$ cat src/rtl/core/sdspi_pkg.sv
// Package for the SD card SPI host engine: phase codes, command codes, constants
// and the beat types shared by the channel interfaces and the modules.
// No dependencies.
package sdspi_pkg;

   localparam int BLOCK_BYTES_DEFAULT = 512;

   localparam logic [1:0] ACT_INIT  = 2'd0;
   localparam logic [1:0] ACT_READ  = 2'd1;
   localparam logic [1:0] ACT_WRITE = 2'd2;
   localparam logic [1:0] ACT_XCHG  = 2'd3;

   localparam logic [4:0] PH_IDLE    = 5'd0;
   localparam logic [4:0] PH_I_DESEL = 5'd1;
   localparam logic [4:0] PH_I_DUMMY = 5'd2;
   localparam logic [4:0] PH_C_SEL   = 5'd3;
   localparam logic [4:0] PH_C_HDR   = 5'd4;
   localparam logic [4:0] PH_C_POLL  = 5'd5;
   localparam logic [4:0] PH_C_OCR   = 5'd6;
   localparam logic [4:0] PH_C_DESEL = 5'd7;
   localparam logic [4:0] PH_C_GAP   = 5'd8;
   localparam logic [4:0] PH_R_SEL   = 5'd9;
   localparam logic [4:0] PH_R_WAIT  = 5'd10;
   localparam logic [4:0] PH_R_DATA  = 5'd11;
   localparam logic [4:0] PH_R_CRC   = 5'd12;
   localparam logic [4:0] PH_W_SEL   = 5'd13;
   localparam logic [4:0] PH_W_TOKEN = 5'd14;
   localparam logic [4:0] PH_W_DATA  = 5'd15;
   localparam logic [4:0] PH_W_CRC1  = 5'd16;
   localparam logic [4:0] PH_W_CRC2  = 5'd17;
   localparam logic [4:0] PH_W_RESP  = 5'd18;
   localparam logic [4:0] PH_W_BUSY  = 5'd19;
   localparam logic [4:0] PH_F_DESEL = 5'd20;
   localparam logic [4:0] PH_F_GAP   = 5'd21;
   localparam logic [4:0] PH_ABORT   = 5'd22;

   localparam logic [7:0] CMD_GO_IDLE   = 8'h40;
   localparam logic [7:0] CMD_IF_COND   = 8'h48;
   localparam logic [7:0] CMD_READ_BLK  = 8'h51;
   localparam logic [7:0] CMD_WRITE_BLK = 8'h58;
   localparam logic [7:0] CMD_OP_COND   = 8'h40 | 8'd41;
   localparam logic [7:0] CMD_APP       = 8'h40 | 8'd55;
   localparam logic [7:0] CMD_OCR       = 8'h40 | 8'd58;

   localparam logic [7:0]  BYTE_IDLE    = 8'hFF;
   localparam logic [7:0]  TOKEN_START  = 8'hFE;
   localparam logic [7:0]  CRC_IF_COND  = 8'h87;
   localparam logic [7:0]  CRC_OTHER    = 8'h95;
   localparam logic [31:0] ARG_IF_COND  = 32'h0000_01AA;
   localparam logic [31:0] ARG_HCS      = 32'h4000_0000;
   localparam logic [7:0]  WR_RESP_MASK = 8'h1F;
   localparam logic [7:0]  WR_RESP_OK   = 8'h05;

   localparam logic [1:0] REG_POLL  = 2'd0;
   localparam logic [1:0] REG_BUSY  = 2'd1;
   localparam logic [1:0] REG_OPC   = 2'd2;
   localparam logic [1:0] REG_INIT  = 2'd3;

   typedef struct packed {
      logic [1:0]  action;
      logic [31:0] sector;
      logic [8:0]  offset;
      logic [9:0]  length;
      logic [7:0]  rx_byte;
      logic [7:0]  wr_data;
   } req_beat_type;

   typedef struct packed {
      logic [7:0] tx_byte;
      logic       xfer_req;
      logic       cs_low;
      logic       fast_clock;
      logic [7:0] rd_data;
      logic       rd_valid;
      logic       wr_taken;
      logic       done_res;
      logic       op_status;
      logic       card_is_sdhc;
   } rsp_beat_type;

   typedef struct packed {
      logic [8:0]  poll_limit;
      logic [16:0] busy_limit;
      logic [8:0]  opc_tries;
      logic [3:0]  init_tries;
   } cfg_type;

endpackage

$ cat src/rtl/core/sdspi_if.sv
// Valid/ready channel interfaces for the request and result beats.
// Depends on sdspi_pkg.
interface sdspi_req_if import sdspi_pkg::*; ();
   logic         valid;
   logic         ready;
   req_beat_type data;
   modport source (output valid, output data, input ready);
   modport sink (input valid, input data, output ready);
endinterface

interface sdspi_rsp_if import sdspi_pkg::*; ();
   logic         valid;
   logic         ready;
   rsp_beat_type data;
   modport source (output valid, output data, input ready);
   modport sink (input valid, input data, output ready);
endinterface

$ cat src/rtl/core/sdspi_csr.sv
// APB-style register block holding the poll and retry limits.
// Depends on sdspi_pkg.
module sdspi_csr import sdspi_pkg::*; (
   input  logic        clock,
   input  logic        reset,
   input  logic        psel,
   input  logic        penable,
   input  logic        pwrite,
   input  logic [3:0]  paddr,
   input  logic [31:0] pwdata,
   output logic [31:0] prdata,
   output logic        pready,
   output cfg_type     cfg
);
   cfg_type cfg_ff, cfg_in;
   logic    wr_en;
   logic [1:0] idx;

   assign pready = 1'b1;
   assign wr_en  = psel & penable & pwrite;
   assign idx    = paddr[3:2];

   // Register write decode.
   always_comb begin
      cfg_in = cfg_ff;
      if (wr_en) begin
         unique case (idx)
            REG_POLL: cfg_in.poll_limit = pwdata[8:0];
            REG_BUSY: cfg_in.busy_limit = pwdata[16:0];
            REG_OPC:  cfg_in.opc_tries  = pwdata[8:0];
            REG_INIT: cfg_in.init_tries = pwdata[3:0];
            default:  cfg_in = cfg_ff;
         endcase
      end
   end

   always_ff @(posedge clock) begin
      if (reset) begin
         cfg_ff.poll_limit <= 9'd256;
         cfg_ff.busy_limit <= 17'd65536;
         cfg_ff.opc_tries  <= 9'd256;
         cfg_ff.init_tries <= 4'd10;
      end else begin
         cfg_ff <= cfg_in;
      end
   end

   // Read back.
   always_comb begin
      unique case (idx)
         REG_POLL: prdata = {23'd0, cfg_ff.poll_limit};
         REG_BUSY: prdata = {15'd0, cfg_ff.busy_limit};
         REG_OPC:  prdata = {23'd0, cfg_ff.opc_tries};
         REG_INIT: prdata = {28'd0, cfg_ff.init_tries};
         default:  prdata = 32'd0;
      endcase
   end

   assign cfg = cfg_ff;
endmodule

$ cat src/rtl/core/sdspi_seq.sv
// Sequencer: state registers and the single-pass next-state and result logic.
// Depends on sdspi_pkg.
module sdspi_seq import sdspi_pkg::*; #(
   parameter int BLOCK_BYTES = BLOCK_BYTES_DEFAULT
) (
   input  logic         clock,
   input  logic         reset,
   input  logic         step,
   input  req_beat_type req,
   input  cfg_type      cfg,
   output rsp_beat_type rsp
);
   localparam int BCW = $clog2(BLOCK_BYTES + 1);
   localparam logic [BCW-1:0] BLK = BCW'(BLOCK_BYTES);

   logic [4:0]     phase_ff, phase_in;
   logic [BCW-1:0] bc_ff, bc_in;
   logic [16:0]    poll_ff, poll_in;
   logic [8:0]     opc_ff, opc_in;
   logic [3:0]     itry_ff, itry_in;
   logic           sdhc_ff, sdhc_in, v2_ff, v2_in, fast_ff, fast_in;
   logic [7:0]     cmd_ff, cmd_in, resp_ff, resp_in;
   logic [31:0]    arg_ff, arg_in;
   logic [8:0]     skip_ff, skip_in;
   logic [9:0]     dlv_ff, dlv_in;

   logic [7:0]  o_tx, o_rd;
   logic        o_xfer, o_cs, o_rdv, o_taken, o_done, o_stat;
   logic [31:0] addr;
   logic [3:0]  itry_inc;
   logic [8:0]  opc_inc;
   logic [7:0]  hdr;
   logic [7:0]  rx;
   logic [8:0]  poll_lim9;
   logic [BCW-1:0] bc_inc;

   assign rx       = req.rx_byte;
   assign addr     = sdhc_ff ? req.sector : {req.sector[22:0], 9'd0};
   assign itry_inc = itry_ff + 4'd1;
   assign opc_inc  = opc_ff + 9'd1;
   assign bc_inc   = bc_ff + BCW'(1);
   assign poll_lim9 = cfg.poll_limit;

   // Command header byte at the current position.
   always_comb begin
      priority if (bc_ff == BCW'(0)) hdr = cmd_ff;
      else if (bc_ff == BCW'(1)) hdr = arg_ff[31:24];
      else if (bc_ff == BCW'(2)) hdr = arg_ff[23:16];
      else if (bc_ff == BCW'(3)) hdr = arg_ff[15:8];
      else if (bc_ff == BCW'(4)) hdr = arg_ff[7:0];
      else hdr = (cmd_ff == CMD_IF_COND) ? CRC_IF_COND : CRC_OTHER;
   end

   // Next state and result for one beat.
   always_comb begin
      phase_in = phase_ff; bc_in = bc_ff; poll_in = poll_ff; opc_in = opc_ff;
      itry_in = itry_ff; sdhc_in = sdhc_ff; v2_in = v2_ff; fast_in = fast_ff;
      cmd_in = cmd_ff; resp_in = resp_ff; arg_in = arg_ff;
      skip_in = skip_ff; dlv_in = dlv_ff;
      o_tx = BYTE_IDLE; o_xfer = 1'b0; o_cs = 1'b0; o_rd = 8'd0; o_rdv = 1'b0;
      o_taken = 1'b0; o_done = 1'b0; o_stat = 1'b0;
      unique case (req.action)
         ACT_INIT: begin
            fast_in = 1'b0; itry_in = 4'd0; phase_in = PH_I_DESEL; o_xfer = 1'b1;
         end
         ACT_READ: begin
            skip_in = req.offset; dlv_in = req.length;
            cmd_in = CMD_READ_BLK; arg_in = addr; phase_in = PH_C_SEL;
            o_xfer = 1'b1; o_cs = 1'b1;
         end
         ACT_WRITE: begin
            cmd_in = CMD_WRITE_BLK; arg_in = addr; phase_in = PH_C_SEL;
            o_xfer = 1'b1; o_cs = 1'b1;
         end
         default: begin
            unique case (phase_ff)
               PH_IDLE: ;
               PH_I_DESEL: begin
                  sdhc_in = 1'b0; bc_in = BCW'(1); phase_in = PH_I_DUMMY; o_xfer = 1'b1;
               end
               PH_I_DUMMY: begin
                  o_xfer = 1'b1;
                  if (bc_ff < BCW'(10)) bc_in = bc_inc;
                  else begin
                     cmd_in = CMD_GO_IDLE; arg_in = 32'd0; phase_in = PH_C_SEL; o_cs = 1'b1;
                  end
               end
               PH_C_SEL: begin
                  phase_in = PH_C_HDR; bc_in = BCW'(1);
                  o_xfer = 1'b1; o_cs = 1'b1; o_tx = cmd_ff;
               end
               PH_C_HDR: begin
                  o_xfer = 1'b1; o_cs = 1'b1;
                  if (bc_ff <= BCW'(5)) begin o_tx = hdr; bc_in = bc_inc; end
                  else begin phase_in = PH_C_POLL; poll_in = 17'd1; end
               end
               PH_C_POLL: begin
                  o_xfer = 1'b1;
                  if (rx == BYTE_IDLE && poll_ff < {8'd0, poll_lim9}) begin
                     poll_in = poll_ff + 17'd1; o_cs = 1'b1;
                  end else begin
                     resp_in = rx;
                     if (rx == 8'd0 && cmd_ff == CMD_OCR) begin
                        phase_in = PH_C_OCR; bc_in = BCW'(0); o_cs = 1'b1;
                     end else phase_in = PH_C_DESEL;
                  end
               end
               PH_C_OCR: begin
                  o_xfer = 1'b1;
                  if (bc_ff == BCW'(0)) sdhc_in = rx[6];
                  bc_in = bc_inc;
                  if (bc_inc < BCW'(4)) o_cs = 1'b1;
                  else phase_in = PH_C_DESEL;
               end
               PH_C_DESEL: begin phase_in = PH_C_GAP; o_xfer = 1'b1; end
               PH_C_GAP: begin
                  // Command dispatch on the latched response.
                  logic fail;
                  fail = 1'b0;
                  unique case (cmd_ff)
                     CMD_GO_IDLE: begin
                        if (resp_ff == 8'h01) begin
                           cmd_in = CMD_IF_COND; arg_in = ARG_IF_COND; phase_in = PH_C_SEL;
                           o_xfer = 1'b1; o_cs = 1'b1;
                        end else fail = 1'b1;
                     end
                     CMD_IF_COND: begin
                        v2_in = ~resp_ff[2]; opc_in = 9'd0;
                        cmd_in = CMD_APP; arg_in = 32'd0; phase_in = PH_C_SEL;
                        o_xfer = 1'b1; o_cs = 1'b1;
                     end
                     CMD_APP: begin
                        cmd_in = CMD_OP_COND; arg_in = ARG_HCS; phase_in = PH_C_SEL;
                        o_xfer = 1'b1; o_cs = 1'b1;
                     end
                     CMD_OP_COND: begin
                        if (resp_ff == 8'd0) begin
                           if (v2_ff) begin
                              cmd_in = CMD_OCR; arg_in = 32'd0; phase_in = PH_C_SEL;
                              o_xfer = 1'b1; o_cs = 1'b1;
                           end else begin
                              fast_in = 1'b1; phase_in = PH_IDLE; o_done = 1'b1;
                           end
                        end else begin
                           opc_in = opc_inc;
                           if (opc_inc < cfg.opc_tries) begin
                              cmd_in = CMD_APP; arg_in = 32'd0; phase_in = PH_C_SEL;
                              o_xfer = 1'b1; o_cs = 1'b1;
                           end else fail = 1'b1;
                        end
                     end
                     CMD_OCR: begin
                        if (resp_ff == 8'd0) begin
                           fast_in = 1'b1; phase_in = PH_IDLE; o_done = 1'b1;
                        end else fail = 1'b1;
                     end
                     CMD_READ_BLK: begin
                        phase_in = (resp_ff != 8'd0) ? PH_ABORT : PH_R_SEL;
                        o_xfer = 1'b1; o_cs = (resp_ff == 8'd0);
                     end
                     CMD_WRITE_BLK: begin
                        phase_in = (resp_ff != 8'd0) ? PH_ABORT : PH_W_SEL;
                        o_xfer = 1'b1; o_cs = (resp_ff == 8'd0);
                     end
                     default: begin
                        phase_in = PH_IDLE; o_done = 1'b1; o_stat = 1'b1;
                     end
                  endcase
                  // Failed init attempt: retry or give up.
                  if (fail) begin
                     itry_in = itry_inc;
                     if (itry_inc >= cfg.init_tries || itry_inc == 4'd0) begin
                        phase_in = PH_IDLE; o_done = 1'b1; o_stat = 1'b1;
                     end else begin
                        sdhc_in = 1'b0; bc_in = BCW'(1); phase_in = PH_I_DUMMY; o_xfer = 1'b1;
                     end
                  end
               end
               PH_R_SEL: begin
                  phase_in = PH_R_WAIT; poll_in = 17'd1; o_xfer = 1'b1; o_cs = 1'b1;
               end
               PH_R_WAIT: begin
                  o_xfer = 1'b1;
                  if (rx == TOKEN_START) begin
                     phase_in = PH_R_DATA; bc_in = BCW'(0); o_cs = 1'b1;
                  end else if (poll_ff < cfg.busy_limit) begin
                     poll_in = poll_ff + 17'd1; o_cs = 1'b1;
                  end else phase_in = PH_ABORT;
               end
               PH_R_DATA: begin
                  if (skip_ff != 9'd0) skip_in = skip_ff - 9'd1;
                  else if (dlv_ff != 10'd0) begin
                     dlv_in = dlv_ff - 10'd1; o_rd = rx; o_rdv = 1'b1;
                  end
                  bc_in = bc_inc;
                  if (bc_inc >= BLK) begin phase_in = PH_R_CRC; bc_in = BCW'(0); end
                  o_xfer = 1'b1; o_cs = 1'b1;
               end
               PH_R_CRC: begin
                  bc_in = bc_inc; o_xfer = 1'b1;
                  if (bc_inc < BCW'(2)) o_cs = 1'b1;
                  else phase_in = PH_F_DESEL;
               end
               PH_W_SEL: begin
                  phase_in = PH_W_TOKEN; o_tx = TOKEN_START; o_xfer = 1'b1; o_cs = 1'b1;
               end
               PH_W_TOKEN: begin
                  phase_in = PH_W_DATA; bc_in = BCW'(1); o_tx = req.wr_data;
                  o_xfer = 1'b1; o_cs = 1'b1; o_taken = 1'b1;
               end
               PH_W_DATA: begin
                  o_xfer = 1'b1; o_cs = 1'b1;
                  if (bc_ff < BLK) begin
                     bc_in = bc_inc; o_tx = req.wr_data; o_taken = 1'b1;
                  end else phase_in = PH_W_CRC1;
               end
               PH_W_CRC1: begin phase_in = PH_W_CRC2; o_xfer = 1'b1; o_cs = 1'b1; end
               PH_W_CRC2: begin phase_in = PH_W_RESP; o_xfer = 1'b1; o_cs = 1'b1; end
               PH_W_RESP: begin
                  o_xfer = 1'b1;
                  if ((rx & WR_RESP_MASK) == WR_RESP_OK) begin
                     phase_in = PH_W_BUSY; poll_in = 17'd1; o_cs = 1'b1;
                  end else phase_in = PH_ABORT;
               end
               PH_W_BUSY: begin
                  o_xfer = 1'b1;
                  if (rx == BYTE_IDLE) phase_in = PH_F_DESEL;
                  else if (poll_ff < cfg.busy_limit) begin
                     poll_in = poll_ff + 17'd1; o_cs = 1'b1;
                  end else phase_in = PH_ABORT;
               end
               PH_F_DESEL: begin phase_in = PH_F_GAP; o_xfer = 1'b1; end
               PH_F_GAP: begin phase_in = PH_IDLE; o_done = 1'b1; end
               PH_ABORT: begin phase_in = PH_IDLE; o_done = 1'b1; o_stat = 1'b1; end
               default: phase_in = PH_IDLE;
            endcase
         end
      endcase
   end

   // State registers, advanced once per accepted beat.
   always_ff @(posedge clock) begin
      if (reset) begin
         phase_ff <= PH_IDLE; bc_ff <= '0; poll_ff <= '0; opc_ff <= '0; itry_ff <= '0;
         sdhc_ff <= 1'b0; v2_ff <= 1'b0; fast_ff <= 1'b0; cmd_ff <= '0; resp_ff <= '0;
         arg_ff <= '0; skip_ff <= '0; dlv_ff <= '0;
      end else if (step) begin
         phase_ff <= phase_in; bc_ff <= bc_in; poll_ff <= poll_in; opc_ff <= opc_in;
         itry_ff <= itry_in; sdhc_ff <= sdhc_in; v2_ff <= v2_in; fast_ff <= fast_in;
         cmd_ff <= cmd_in; resp_ff <= resp_in; arg_ff <= arg_in;
         skip_ff <= skip_in; dlv_ff <= dlv_in;
      end
   end

   always_comb begin
      rsp.tx_byte = o_tx; rsp.xfer_req = o_xfer; rsp.cs_low = o_cs;
      rsp.fast_clock = fast_in; rsp.rd_data = o_rd; rsp.rd_valid = o_rdv;
      rsp.wr_taken = o_taken; rsp.done_res = o_done; rsp.op_status = o_stat;
      rsp.card_is_sdhc = sdhc_in;
   end
endmodule

$ cat src/rtl/core/sd_card_spi_host_engine_top.sv
// SD card SPI host engine: one result beat per request beat. A request beat is
// registered in an input stage, the sequencer forms the result combinationally from
// that stage and its state, and the result sits in an output register. One beat per
// cycle is sustained whenever the result side takes beats. Depends on sdspi_pkg,
// sdspi_csr, sdspi_seq and the channel interfaces.
module sd_card_spi_host_engine_top import sdspi_pkg::*; #(
   parameter int BLOCK_BYTES = BLOCK_BYTES_DEFAULT
) (
   input  logic         clock,
   input  logic         reset,
   sdspi_req_if.sink    req,
   sdspi_rsp_if.source  rsp,
   input  logic         csr_psel,
   input  logic         csr_penable,
   input  logic         csr_pwrite,
   input  logic [3:0]   csr_paddr,
   input  logic [31:0]  csr_pwdata,
   output logic [31:0]  csr_prdata,
   output logic         csr_pready
);
   cfg_type      cfg;
   req_beat_type in_ff;
   logic         in_valid_ff, out_valid_ff, step;
   rsp_beat_type res, out_ff;

   sdspi_csr u_csr (
      .clock, .reset, .psel(csr_psel), .penable(csr_penable), .pwrite(csr_pwrite),
      .paddr(csr_paddr), .pwdata(csr_pwdata), .prdata(csr_prdata),
      .pready(csr_pready), .cfg
   );

   // Input stage moves forward when the result register is free or drains.
   assign step      = in_valid_ff & (~out_valid_ff | rsp.ready);
   assign req.ready = ~in_valid_ff | step;

   always_ff @(posedge clock) begin
      if (reset) begin
         in_valid_ff  <= 1'b0;
         out_valid_ff <= 1'b0;
      end else begin
         if (req.ready) in_valid_ff <= req.valid;
         if (step) out_valid_ff <= 1'b1;
         else if (rsp.ready) out_valid_ff <= 1'b0;
      end
   end

   always_ff @(posedge clock) begin
      if (req.valid && req.ready) in_ff <= req.data;
      if (step) out_ff <= res;
   end

   sdspi_seq #(.BLOCK_BYTES(BLOCK_BYTES)) u_seq (
      .clock, .reset, .step, .req(in_ff), .cfg, .rsp(res)
   );

   assign rsp.valid = out_valid_ff;
   assign rsp.data  = out_ff;
endmodule

$ cat src/flat_wrapper.sv
// flat-port wrapper written by rule: the top's interface ports become plain ports
module sd_card_spi_host_engine_top_flat import sdspi_pkg::*;
#(
   parameter int BLOCK_BYTES = BLOCK_BYTES_DEFAULT
)
  (clock, reset, csr_psel, csr_penable, csr_pwrite, csr_paddr, csr_pwdata, csr_prdata, csr_pready, req_valid, req_data, req_ready, rsp_valid, rsp_data, rsp_ready);
  sdspi_req_if req_i ();
  sdspi_rsp_if rsp_i ();
  input  logic clock;
  input  logic reset;
  input  logic csr_psel;
  input  logic csr_penable;
  input  logic csr_pwrite;
  input  logic [3:0] csr_paddr;
  input  logic [31:0] csr_pwdata;
  output logic [31:0] csr_prdata;
  output logic csr_pready;
  input wire logic [$bits(req_i.valid)-1:0] req_valid;
  input wire logic [$bits(req_i.data)-1:0] req_data;
  output wire logic [$bits(req_i.ready)-1:0] req_ready;
  output wire logic [$bits(rsp_i.valid)-1:0] rsp_valid;
  output wire logic [$bits(rsp_i.data)-1:0] rsp_data;
  input wire logic [$bits(rsp_i.ready)-1:0] rsp_ready;
  assign req_i.valid = req_valid;
  assign req_i.data = req_data;
  assign req_ready = req_i.ready;
  assign rsp_valid = rsp_i.valid;
  assign rsp_data = rsp_i.data;
  assign rsp_i.ready = rsp_ready;
  sd_card_spi_host_engine_top #(.BLOCK_BYTES(BLOCK_BYTES)) u_core (.clock(clock), .reset(reset), .req(req_i), .rsp(rsp_i), .csr_psel(csr_psel), .csr_penable(csr_penable), .csr_pwrite(csr_pwrite), .csr_paddr(csr_paddr), .csr_pwdata(csr_pwdata), .csr_prdata(csr_prdata), .csr_pready(csr_pready));
endmodule
$ cat config.mk
export PLATFORM = sky130hd
export DESIGN_NAME = sd_card_spi_host_engine_top_flat
export DESIGN_NICKNAME = d
export VERILOG_FILES = /design/src/rtl/core/sdspi_pkg.sv /design/src/rtl/core/sdspi_if.sv /design/src/rtl/core/sdspi_csr.sv /design/src/rtl/core/sdspi_seq.sv /design/src/rtl/core/sd_card_spi_host_engine_top.sv /design/src/flat_wrapper.sv
export SDC_FILE = /design/constraint.sdc
export NUM_CORES = 1
export LEC_CHECK = 0
export ABC_CLOCK_PERIOD_IN_PS = 3500
export BUFFER_PORTS_ARGS = -buffer_cell sky130_fd_sc_hd__buf_4
export CAP_MARGIN = 10
export CORE_MARGIN = 4
export CORE_UTILIZATION = 50
export CTS_CLUSTER_SIZE = 16
export DETAILED_ROUTE_END_ITERATION = 7
export PLACE_DENSITY_LB_ADDON = 0.05
export SETUP_SLACK_MARGIN = 0.5
export SLEW_MARGIN = 20
export SYNTH_ARGS = -nofsm -noshare
export SYNTH_HDL_FRONTEND = slang
export SYNTH_HIERARCHICAL = 1
export SYNTH_SLANG_ARGS = --single-unit
$ cat constraint.sdc
create_clock -name clock -period 3.5 [get_ports clock]
set_input_delay 0.875 -clock clock [delete_from_list [all_inputs] [get_ports clock]]
set_output_delay 0.875 -clock clock [all_outputs]
set_load 0.05 [all_outputs]
==> results.md <==
Global routing:
- The first global-routing pass estimated 55,900 um of wire.
- The number of global-route vias before repair came to 10,606.
- Entering global routing, the biggest net connects 70 pins.
- Across every metal layer, demand over resource in global routing totals 22.2%.
- The total congestion overflow after global routing is 0.
- The number of antenna violations at the first check in global routing is 1.

STA:
- On the final layout, the worst clock skew is 11.1 ps.
- Setup repair after global routing could not meet its margin everywhere.
- The total negative slack for setup checks is 0 ps.
- The fmax is 314 MHz.
- The number of setup violations in the final report is 0.
- The final count of pins violating max slew was 0.
- The clock period could shrink to 3180 ps.
- Dividing the final minimum period by the clock period gives 90.9%.
- The slew of the pin with the lowest slew margin is 1210 ps.
- The worst pin sits at a relative slew slack of 18.3%.
- The final-report hold violation count was 0.
- Across all hold checks on the routed design, the worst slack comes to 453 ps.

Logic synthesis:
- The most common cell in the synthesized netlist is sky130_fd_sc_hd__dfxtp_1.
- The share of synthesized flip-flops with an asynchronous set or reset is 0%.
- The cell taking the most area after synthesis is sky130_fd_sc_hd__dfxtp_1.
- The portion of the post-synthesis area used by sequential elements is 43.1%.
- Counting flops and latches in the post-synthesis netlist gives 248.
- In this run, distinct cell masters in the synthesized netlist total 88.
- During synthesis, Yosys emitted a total of 6 warnings.
- Summing every instance area after synthesis gives 13,700 sq um.
- The dominant register cell in the synthesized netlist is sky130_fd_sc_hd__dfxtp_1.
- The mean instance size in the synthesized netlist is 9.14 sq um.
- After synthesis, the largest area contributor takes up 22.7% of total cell area.
- In this run, synthesis inferred 93 flip-flops with an integrated enable.
- The synthesized instance count is 1,497.
- In the synthesized netlist, the cells that appear most often are sky130_fd_sc_hd__dfxtp_1 (155), sky130_fd_sc_hd__nand2_1 (132), sky130_fd_sc_hd__nor2_1 (117).
- By area the synthesized netlist is led by sky130_fd_sc_hd__dfxtp_1 (23%), sky130_fd_sc_hd__edfxtp_1 (20%), sky130_fd_sc_hd__ha_1 (4.6%), sky130_fd_sc_hd__mux2i_1 (3.8%), sky130_fd_sc_hd__nand2_1 (3.6%).

Placed design:
- After legalization and detailed placement, the total HPWL measured 25,300 um.
- The placed cell count is 1,923.
- The port buffer count is 137.
- The routability-driven placement congestion ratio is 0.947.
- The placed cell area is 15,000 sq um.

Min path:
- The type of the tightest min-delay check is reg -> reg.
- The end of the worst hold path is u_core/u_seq/arg_ff[18].
- In this run the most critical hold path is launched from u_core/u_seq/arg_ff[18].
- Along the worst hold path, the cell count comes to 2.

Setup path:
- The number of cells traversed by the worst register-to-register path is 14.
- The worst setup path is launched from a register.
- The endpoint of the worst register-to-register path is u_core/rsp.data[14].
- At the worst endpoint, the required time is 3790 ps.
- The source of the worst register-to-register timing path is u_core/u_seq/opc_ff[0].
- STA classifies the critical path endpoint as a register.
- The maximum fanout along the worst path is 5.
- In this run the register-to-register setup slack is 320 ps.
- Data on the critical path arrives at its endpoint at 3470 ps.
- The critical path start-end classification is reg -> reg.

Cells and area:
- The fraction of layout cells with a size suffix above 1 is 21.1%.
- The area of the multi-input gates is 7430 sq um.
- The repair_antennas step left the layout with diodes totalling 0.
- The layout has 2,329 filler cells.
- With fillers left out, the area of the finished cells amounts to 16,400 sq um.
- The synthesis-to-finish area growth is 19.8%.
- The sequential cells in the finished layout cover a total of 5900 sq um.
- The number of standard cells in the layout, taps in and fillers out is 1,994.
- The number of nets in the final layout is 1,794.

Power and ir drop:
- The leakage power summed over all cells is 0.00639 uW.
- The power density of the placed cells is 402 nW/um^2.
- IR analysis of the VDD net gives a maximum drop of 0.000447 V.

Floorplan:
- Pin placement for this block handled 171 I/O pins.
- The floorplan has 60 rows.
- The core area is 27,000 sq um.
- The die extent in x is 173 um.
- The die covers 30,100 sq um.
- The die is 173 um tall.
- Once the floorplan was initialized, standard cells occupied 50.8% of the core.

Clocking:
- The number of hold-repair buffers added at the cts stage is 0.
- TritonCTS built the clock tree.
- Counting the buffers created by CTS gives 27.
- The CTS root buffer is sky130_fd_sc_hd__clkbuf_16.
- The clock transition at the registers of the reported paths is 60 ps.
- The clock net sink count is 248.
- Clock latency on the worst-skew pair, taken at its later pin, is 550 ps.
- The clock passes through at most 3 buffers.
- In this run the number of H-tree levels came out at 1.

Drt:
- The remaining antenna violation count after routing is 0.
- The total wirelength of the detailed-routed design is 35,300 um.
- The via total after detailed routing is 11,553.
- The average detailed-routed wire length per instance is 17.7 um.
- The detailed-route vias per instance is 5.79.
- The DRC violation total after the first TritonRoute iteration is 759.
- The pre-antenna-repair detailed-routing pass consisted of 5 iterations.
- The final routed DRC violation total is 0.

Run status:
- The flow ran to the end, and the final reports show no timing, DRC or antenna violations.

Job:
- The number of max-capacitance violations reported is 0.
==> per-layer routing <==
layer	global-route usage (%)	wire, um
met1	31.0	15400
met2	37.0	16800
met3	3.56	2410
met4	4.52	586
met5	0	0
==> critical path, stage by stage (launching register included) <==
cell and delay [ps]:
sky130_fd_sc_hd__dfxtp_4 380, sky130_fd_sc_hd__ha_4 150, sky130_fd_sc_hd__nand3_4 70, sky130_fd_sc_hd__nor2_4 130, sky130_fd_sc_hd__nand3_2 120, sky130_fd_sc_hd__xnor2_2 160, sky130_fd_sc_hd__ha_1 320, sky130_fd_sc_hd__and4_1 200
sky130_fd_sc_hd__nand3_1 70, sky130_fd_sc_hd__o21a_2 240, sky130_fd_sc_hd__a31oi_4 210, sky130_fd_sc_hd__o221ai_2 130, sky130_fd_sc_hd__a211o_1 360, sky130_fd_sc_hd__nor4_2 310, sky130_fd_sc_hd__a21oi_2 70
==> through the flow <==
stage / util [%] / worst slack, ps / total power (uW)
after floorplan: - / 378 / 3620
after global placement: 55.7 / 146 / 3830
after detailed placement: 55.7 / 120 / 3830
after CTS: 60.2 / 330 / 6650
after global routing: 60.8 / 214 / 6860
final: 60.8 / 320 / 6590
==> sequential cells by signal (all words and copies together) (netlist names), 10 cells and up <==
name / cells
u_core/u_seq/arg_ff: 32
u_core/u_seq/dlv_ff: 10
u_core/in_ff: 69
u_core/u_seq/bc_ff: 10
u_core/rsp.data: 24
u_core/u_seq/poll_ff: 17
u_core/u_csr/cfg: 39
==> report_power, final <==
part / total, uW / internal (uW) / switching [uW]
registers: 3140 / 3090 / 54.0
clock network: 2780 / 1610 / 1160
logic: 668 / 258 / 410
==> cell usage in the layout, fill, tap and decap left out, types with 20 or more instances in the layout <==
cell / count
sky130_fd_sc_hd__nor3_1: 33
sky130_fd_sc_hd__nand3_1: 75
sky130_fd_sc_hd__dfxtp_1: 152
sky130_fd_sc_hd__clkbuf_16: 28
sky130_fd_sc_hd__mux2_2: 24
sky130_fd_sc_hd__a21oi_1: 78
sky130_fd_sc_hd__and2_1: 28
sky130_fd_sc_hd__edfxtp_1: 93
sky130_fd_sc_hd__ha_1: 48
sky130_fd_sc_hd__nand2b_1: 57
sky130_fd_sc_hd__inv_1: 58
sky130_fd_sc_hd__buf_4: 194
sky130_fd_sc_hd__nand4_1: 20
sky130_fd_sc_hd__o21ai_0: 47
sky130_fd_sc_hd__mux2i_1: 52
sky130_fd_sc_hd__nor2_1: 115
sky130_fd_sc_hd__o21ai_1: 32
sky130_fd_sc_hd__nand2_1: 132
==> worst max-delay path by stage <==
stage,startpoint,endpoint,slack (ps),depth (start not counted)
6_report,u_core/u_seq/opc_ff[0],u_core/rsp.data[14],320,14
5_1_grt,u_core/u_seq/opc_ff[0],u_core/rsp.data[14],210,14
4_1_cts,u_core/u_seq/opc_ff[0],u_core/rsp.data[14],330,13
3_5_place_dp,u_core/u_seq/opc_ff[0],u_core/u_seq/arg_ff[30],120,14
3_3_place_gp,u_core/u_seq/opc_ff[0],u_core/u_seq/arg_ff[30],150,14
2_1_floorplan,u_core/u_seq/opc_ff[0],u_core/rsp.data[14],380,15
==> cell families after synthesis <==
kind of cell	after synthesis	synth area share (%)
muxes	80	6.46
adders and majority gates	50	4.57
DFF	248	43.1
buffers and inverters	169	5.62
and+or+nand+nor	600	23.2
other	2	0.0549
AOI/OAI and AO/OA	325	15.5
xor gates and xnor gates	23	1.47
==> final cells by class <==
class	instances	area share [%]
multi-input cells	1095	45.3
flip-flops and latches	248	36.0
repair buffers	202	9.45
clock buffers	39	4.71
well taps	341	2.60
inverters	58	1.33
clock inverters	11	0.603
==> timing repair <==
action	CTS	global route
cloned	1	1
resized for setup	39	31
endpoints found under the setup margin	59	69
hold endpoints to repair	0	0
buffers inserted	15	4
pin swaps	34	26
Note: power is estimated with default switching activity, not from simulation.
